[src/rtl/xrs_pkg.sv]
// ----------------------------------------------------------------------------
// xrs_pkg
// shared types and constants of the xorshift128 random source
// ----------------------------------------------------------------------------
package xrs_pkg;

  localparam logic [31:0] SeedA    = 32'd123456789;
  localparam logic [31:0] SeedB    = 32'd362436069;
  localparam logic [31:0] SeedC    = 32'd521288629;
  localparam logic [31:0] SeedD    = 32'd88675123;
  localparam logic [31:0] RawMask  = 32'h7fffffff;
  localparam logic [31:0] MantMask = 32'h007fffff;
  localparam logic [31:0] OneBits  = 32'h3f800000;

  localparam logic [2:0] CmdRaw    = 3'd0;
  localparam logic [2:0] CmdBound  = 3'd1;
  localparam logic [2:0] CmdRange  = 3'd2;
  localparam logic [2:0] CmdMedian = 3'd3;
  localparam logic [2:0] CmdUnit   = 3'd4;

  // biased exponent of 2^(p-23) is ExpBase + p
  localparam logic [7:0] ExpBase = OneBits[30:23] - 8'd23;

  typedef struct packed {
    logic        [2:0]  cmd;
    logic signed [31:0] operand_a;
    logic signed [31:0] operand_b;
  } in_word_t;

  typedef struct packed {
    logic signed [31:0] int_value;
    logic        [31:0] float_bits;
  } out_word_t;

  typedef struct packed {
    logic        start;
    logic [31:0] dividend;
    logic [31:0] divisor;
  } div_ctrl_t;

  typedef struct packed {
    logic        done;
    logic [31:0] remainder;
  } div_stat_t;

  typedef enum logic [2:0] {
    ST_IDLE,
    ST_ADVANCE,
    ST_DIVIDE,
    ST_NORM,
    ST_DONE
  } state_e;

endpackage

[src/rtl/xorshift128_random_source_unit.sv]
// ----------------------------------------------------------------------------
// xorshift128_random_source_unit
// xorshift128 generator answering raw, bounded, ranged, median and unit float words
// ----------------------------------------------------------------------------
//   channel  direction  handshake          payload
//   in       input      valid / stall      in_word_i  (cmd, operand_a, operand_b)
//   out      output     valid / stall      out_word_o (int_value, float_bits)
//   cfg      input      valid / ready      cfg_data_i (seed)
//
// one word at a time: raw and skipped commands pass from accept through the
// advance state to the done state, unit float takes one bit of normalising shift
// per cycle, modulo commands run 32 steps of the shared radix-2 divider
// reset loads the default state words; no clearing pass
// a stalled result sits in the output register while the next word is taken
module xorshift128_random_source_unit (
  input  logic               clk_i,
  input  logic               rst_ni,
  input  logic               in_valid_i,
  output logic               in_stall_o,
  input  xrs_pkg::in_word_t  in_word_i,
  output logic               out_valid_o,
  input  logic               out_stall_i,
  output xrs_pkg::out_word_t out_word_o,
  input  logic               cfg_valid_i,
  output logic               cfg_ready_o,
  input  logic [31:0]        cfg_data_i
);
  import xrs_pkg::*;

  state_e      state_q, state_d;
  logic [2:0]  cmd_q;
  logic [31:0] lo_q, span_q;
  logic [22:0] mant_q;
  logic [4:0]  pos_q;
  out_word_t   res_q, out_word_q;
  logic        out_valid_q;

  logic        in_accept, out_free, skip, advance, load_out;
  logic [30:0] raw_next;
  div_ctrl_t   div_ctrl;
  div_stat_t   div_stat;

  assign in_accept = in_valid_i && !in_stall_o;
  assign out_free  = !out_valid_q || !out_stall_i;

  always_comb begin
    case (cmd_q) inside
      CmdRaw, CmdUnit:              skip = 1'b0;
      CmdBound, CmdRange, CmdMedian: skip = (span_q == 32'd0);
      default:                      skip = 1'b1;
    endcase
  end

  xrs_state u_state (
    .clk_i      (clk_i),
    .rst_ni     (rst_ni),
    .load_i     (cfg_valid_i && cfg_ready_o),
    .seed_i     (cfg_data_i),
    .advance_i  (advance),
    .raw_next_o (raw_next)
  );

  xrs_divider u_divider (
    .clk_i  (clk_i),
    .rst_ni (rst_ni),
    .ctrl_i (div_ctrl),
    .stat_o (div_stat)
  );

  // next state
  always_comb begin
    state_d = state_q;
    unique case (state_q)
      ST_IDLE: begin
        if (in_accept) state_d = ST_ADVANCE;
      end
      ST_ADVANCE: begin
        if (skip || cmd_q == CmdRaw) begin
          state_d = ST_DONE;
        end else if (cmd_q == CmdUnit) begin
          state_d = (raw_next[22:0] == 23'd0) ? ST_DONE : ST_NORM;
        end else begin
          state_d = ST_DIVIDE;
        end
      end
      ST_DIVIDE: begin
        if (div_stat.done) state_d = ST_DONE;
      end
      ST_NORM: begin
        if (mant_q[22]) state_d = ST_DONE;
      end
      ST_DONE: begin
        if (out_free) state_d = ST_IDLE;
      end
      default: state_d = ST_IDLE;
    endcase
  end

  // outputs of the sequencer
  always_comb begin
    in_stall_o        = 1'b1;
    cfg_ready_o       = 1'b0;
    advance           = 1'b0;
    load_out          = 1'b0;
    div_ctrl.start    = 1'b0;
    div_ctrl.dividend = {1'b0, raw_next};
    div_ctrl.divisor  = span_q[31] ? 32'(32'd0 - span_q) : span_q;
    unique case (state_q)
      ST_IDLE: begin
        in_stall_o  = 1'b0;
        cfg_ready_o = 1'b1;
      end
      ST_ADVANCE: begin
        advance        = !skip;
        div_ctrl.start = !skip && cmd_q != CmdRaw && cmd_q != CmdUnit;
      end
      ST_DONE: begin
        load_out = out_free;
      end
      default: begin
      end
    endcase
  end

  always_ff @(posedge clk_i or negedge rst_ni) begin
    if (!rst_ni) begin
      state_q     <= ST_IDLE;
      out_valid_q <= 1'b0;
    end else begin
      state_q <= state_d;
      if (load_out) begin
        out_valid_q <= 1'b1;
      end else if (!out_stall_i) begin
        out_valid_q <= 1'b0;
      end
    end
  end

  always_ff @(posedge clk_i) begin
    if (load_out) out_word_q <= res_q;
    unique case (state_q)
      ST_IDLE: begin
        if (in_accept) begin
          cmd_q <= in_word_i.cmd;
          case (in_word_i.cmd)
            CmdRange: begin
              lo_q   <= in_word_i.operand_a;
              span_q <= 32'(in_word_i.operand_b - in_word_i.operand_a);
            end
            CmdMedian: begin
              lo_q   <= 32'(in_word_i.operand_a - in_word_i.operand_b);
              span_q <= {in_word_i.operand_b[30:0], 1'b0};
            end
            default: begin
              lo_q   <= '0;
              span_q <= in_word_i.operand_b;
            end
          endcase
        end
      end
      ST_ADVANCE: begin
        res_q  <= {((!skip && cmd_q == CmdRaw) ? {1'b0, raw_next} : 32'd0), 32'd0};
        mant_q <= raw_next[22:0] & MantMask[22:0];
        pos_q  <= 5'd22;
      end
      ST_DIVIDE: begin
        if (div_stat.done) res_q.int_value <= 32'(div_stat.remainder + lo_q);
      end
      ST_NORM: begin
        if (mant_q[22]) begin
          res_q.float_bits <= {1'b0, 8'(ExpBase + {3'b000, pos_q}), mant_q[21:0], 1'b0};
        end else begin
          mant_q <= {mant_q[21:0], 1'b0};
          pos_q  <= pos_q - 5'd1;
        end
      end
      default: begin
      end
    endcase
  end

  assign out_valid_o = out_valid_q;
  assign out_word_o  = out_word_q;

endmodule

[src/rtl/xrs_state.sv]
// ----------------------------------------------------------------------------
// xrs_state
// xorshift128 state words, seed reload and one-step advance
// ----------------------------------------------------------------------------
module xrs_state (
  input  logic        clk_i,
  input  logic        rst_ni,
  input  logic        load_i,
  input  logic [31:0] seed_i,
  input  logic        advance_i,
  output logic [30:0] raw_next_o
);
  import xrs_pkg::*;

  logic [31:0] word_a_q, word_b_q, word_c_q, word_d_q;
  logic [31:0] word_d_d;
  logic [31:0] t;

  always_comb begin
    t        = word_a_q ^ (word_a_q << 11);
    word_d_d = (word_d_q ^ (word_d_q >> 19)) ^ (t ^ (t >> 8));
  end

  assign raw_next_o = word_d_d[30:0] & RawMask[30:0];

  always_ff @(posedge clk_i or negedge rst_ni) begin
    if (!rst_ni) begin
      word_a_q <= SeedA;
      word_b_q <= SeedB;
      word_c_q <= SeedC;
      word_d_q <= SeedD;
    end else if (load_i) begin
      word_a_q <= SeedA;
      word_b_q <= SeedB;
      word_c_q <= SeedC;
      // zero or negative seed falls back to the default
      word_d_q <= (seed_i == 32'd0 || seed_i[31]) ? SeedD : seed_i;
    end else if (advance_i) begin
      word_a_q <= word_b_q;
      word_b_q <= word_c_q;
      word_c_q <= word_d_q;
      word_d_q <= word_d_d;
    end
  end

endmodule

[src/rtl/xrs_divider.sv]
// ----------------------------------------------------------------------------
// xrs_divider
// radix-2 restoring divider, one quotient bit per cycle, remainder only
// ----------------------------------------------------------------------------
module xrs_divider (
  input  logic              clk_i,
  input  logic              rst_ni,
  input  xrs_pkg::div_ctrl_t ctrl_i,
  output xrs_pkg::div_stat_t stat_o
);
  import xrs_pkg::*;

  logic [5:0]  count_q;
  logic        busy_q, done_q;
  logic [31:0] rem_q, num_q, div_q;
  logic [32:0] shifted;
  logic        fits;

  always_comb begin
    shifted = {rem_q, num_q[31]};
    fits    = shifted >= {1'b0, div_q};
  end

  always_ff @(posedge clk_i or negedge rst_ni) begin
    if (!rst_ni) begin
      busy_q  <= 1'b0;
      done_q  <= 1'b0;
      count_q <= '0;
    end else begin
      done_q <= 1'b0;
      if (ctrl_i.start) begin
        busy_q  <= 1'b1;
        count_q <= 6'd32;
      end else if (busy_q) begin
        count_q <= count_q - 6'd1;
        if (count_q == 6'd1) begin
          busy_q <= 1'b0;
          done_q <= 1'b1;
        end
      end
    end
  end

  always_ff @(posedge clk_i) begin
    if (ctrl_i.start) begin
      rem_q <= '0;
      num_q <= ctrl_i.dividend;
      div_q <= ctrl_i.divisor;
    end else if (busy_q) begin
      num_q <= {num_q[30:0], 1'b0};
      rem_q <= fits ? 32'(shifted - {1'b0, div_q}) : shifted[31:0];
    end
  end

  assign stat_o.done      = done_q;
  assign stat_o.remainder = rem_q;

endmodule

[config.mk]
export PLATFORM = sky130hd
export DESIGN_NAME = xorshift128_random_source_unit
export DESIGN_NICKNAME = d
export VERILOG_FILES = /design/src/rtl/xrs_pkg.sv /design/src/rtl/xorshift128_random_source_unit.sv /design/src/rtl/xrs_state.sv /design/src/rtl/xrs_divider.sv
export SDC_FILE = /design/constraint.sdc
export NUM_CORES = 1
export LEC_CHECK = 0
export BUFFER_PORTS_ARGS = -buffer_cell sky130_fd_sc_hd__clkbuf_2
export CAP_MARGIN = 5
export CORE_UTILIZATION = 50
export CTS_BUF_LIST = sky130_fd_sc_hd__clkbuf_4
export DETAILED_ROUTE_END_ITERATION = 7
export MAX_ROUTING_LAYER = met4
export PLACE_DENSITY = 0.73
export RECOVER_POWER = 25
export SETUP_SLACK_MARGIN = 0.02
export SLEW_MARGIN = 0
export SYNTH_ARGS = -nofsm -noshare
export SYNTH_HDL_FRONTEND = slang
export SYNTH_SLANG_ARGS = --single-unit
export TNS_END_PERCENT = 1
[constraint.sdc]
create_clock -name clk_i -period 13.6 [get_ports clk_i]
set_input_delay 2.72 -clock clk_i [delete_from_list [all_inputs] [get_ports clk_i]]
set_output_delay 2.72 -clock clk_i [all_outputs]
set_load 0.005 [all_outputs]
==> reports/qor.yml <==
worst_setup_path:
  startpoint_type: "input pin"
  arrival_ns: 6.43
  critPathSlowestCell: "clkbuf_1"
  crit_path_frequent_cell: "clkbuf_1"
  cpLargestDelayFamily: "buffers and inverters"
  end_kind: "async pin"
  crit_chain: "clkbuf_1, clkbuf_1"
  crit_path_max_fanout: 79
  path_class: "input pin to async pin"
  path_buf_inv: 2
  cpPeakStageDelay_ns: 3.02
  required_ns: 13.56
power:
  leakage_uw: 0.0124
  ir_drop_v: 0.000155
  powerDensity_mw_per_mm2: 259
hold_path:
  hold_class: "flip-flop to flip-flop"
layout:
  syn_to_final_growth_pct: 10.8
  nFillCells: 4630
  final_cells: 3671
  multi_input_area_mm2: 0.0126
  drive_above_1_share: 0.162
  final_cell_mix: "nand2_1, edfxtp_1, o21ai_0, a21oi_1, clkbuf_4"
  final_common_cell: "nand2_1"
  finalNetCount: 3130
  seq_area_mm2: 0.0126
sta:
  max_slew_margin: -1.83
  rsz0062_at_grt: "false"
  fin_skew_ns: 0.0461
  layout_setup_ws_ns: 7.14
  fin_tns_setup_ns: 0
  worst_pin_slew_ns: 4.25
  slew_viol_final: 145
  min_period_ns: 6.46
  fmax_ghz: 0.155
  holdWs_ns: 0.414
  finalCritPeriodShare: 0.475
  hold_violations: 0
  setup_viol: 0
synth:
  synthFlopType: "edfxtp_1"
  synth_cells: 2727
  ys_warn_count: 0
  synthArstFlopShare: 0.309
  syn_avg_cell_area_um2: 9.67
  synth_edf_count: 280
  yosysSeqAreaShare: 0.480
  ys_types: 87
  synth_area_mm2: 0.0264
  synth-seq-cells: 453
outcome:
  violations: "capacitance limit, slew limit"
  run_status: "finished with violations"
grt:
  grt_pass1_vias: 20542
  grt_util_all_layers: 0.267
  grt_pass1_wl_mm: 110
  antenna_found_initial: 1
  grt_max_degree: 85
  gr-total-overflow: 0
route:
  wl_mm: 69.7
  antenna_left: 0
  route.detailed.drc: 0
  vias: 21078
  wire_per_inst_um: 19.0
  avgViaCountPerCell: 5.74
  drtPass1Iterations: 6
  dr.first_iter.drc_count: 1800
floorplan:
  fp.dieArea_mm2: 0.0537
  core-area_mm2: 0.0517
  ios: 171
  die_h_um: 232
  die_x_um: 232
  start_util: 0.510
  rows: 83
clock_network:
  cts_sinks: 453
  h-tree-depth: 3
  clk_path_buf_depth: 3
  path_clk_slew_ns: 0.07
  holdBufCountCts: 0
  cts_repair_resize_count: 0
  cts_tree: "done"
  cts_root_buffer: "clkbuf_4"
  clk_latency_ns: 0.88
  cts_made_buffers: 114
  post_cts.repair.setup_buffers: 0
placement:
  gp_congestion: 0.933
  place_ws_ns: 7.43
  port-buffer-count: 168
  dp.cells: 3454
  dpl.hpwl_mm: 50.6
run:
  cap_violations: 3
[cells by family after synthesis]
family | count (synthesis) | share of synthesized area
flops | 453 | 0.480
simple gates | 834 | 0.147
mux | 53 | 0.0202
other cells | 1 | 0.000142
buf+inv | 287 | 0.0433
xor+xnor | 233 | 0.0774
fa+ha+maj | 136 | 0.0656
compound gates | 730 | 0.167
[sequential cells by signal, summed over array words and instances (netlist names)]
signal and cells:
out_word_o 61, u_state.word_b_q 32, u_divider.num_q 32, u_state.word_a_q 32, u_divider.div_q 32, res_q 61, u_divider.done_q 1, span_q 32
state_q 3, u_state.word_d_q 32, lo_q 32, u_state.word_c_q 32, cmd_q 3, mant_q 23, pos_q 5, u_divider.rem_q 32
u_divider.count_q 6, out_valid_o 1, u_divider.busy_q 1
[where the power goes]
part / internal (µW) / switching (µW) / total, µW
clock network: 634 / 572 / 1210
registers: 2270 / 388 / 2660
logic: 1400 / 2300 / 3700
[synth_stat cells (all sizes together), types with 45 or more instances]
cell    instances  area share
a211oi         45       0.014
a21o           51       0.015
a21oi         201       0.038
clkbuf        122       0.017
dfrtp          79       0.075
dfstp          61       0.061
edfxtp        280        0.32
ha            132       0.063
inv           132       0.019
mux2i          52       0.020
nand2         369       0.053
nand3          78       0.015
nor2          163       0.023
o21ai         250       0.048
xnor2         172       0.057
xor2           61       0.020
[layer usage]
metal  wire length, µm  global-route usage
met3              3910              0.0356
met4              2640               0.124
met5                 0                   -
met2             32900               0.421
met1             30300               0.342
[stage by stage]
step	area, µm²	total power, µW	utilization
floorplan	26400	5080	-
global placement	27700	6210	0.536
detailed placement	27700	6320	0.536
CTS	29300	7550	0.567
global route	29200	8040	0.565
finish	29200	7560	0.565
[path summary, 6_finish.rpt]
check / startpoint / to / slack, ns / depth (start not counted)
max: rst_ni / u_state.word_b_q[31]$_DFFE_PN0P_ / 7.14 / 2
min: res_q[9]$_SDFFCE_PN0P_ / out_word_o[9]$_DFFE_PP_ / 0.41 / 0
max reg2reg: span_q[7]$_DFFE_PP_ / u_divider.num_q[25]$_DFFE_PP_ / 8.02 / 11
min reg2reg: res_q[9]$_SDFFCE_PN0P_ / out_word_o[9]$_DFFE_PP_ / 0.41 / 0
max in group clk_i: span_q[7]$_DFFE_PP_ / u_divider.num_q[25]$_DFFE_PP_ / 8.02 / 11
min in group asynchronous: rst_ni / out_valid_o$_DFFE_PN0P_ / 1.92 / 1
[final cells by class]
type / count / share of cell area
Sequential cell: 453 / 0.433
Multi-Input combinational cell: 1988 / 0.431
Clock buffer: 176 / 0.0452
Timing Repair Buffer: 201 / 0.0363
Tap cell: 680 / 0.0291
Inverter: 132 / 0.0170
Clock inverter: 40 / 0.00818
Antenna cell: 1 / 0.0000856
Power figures use the tool's default switching activity.
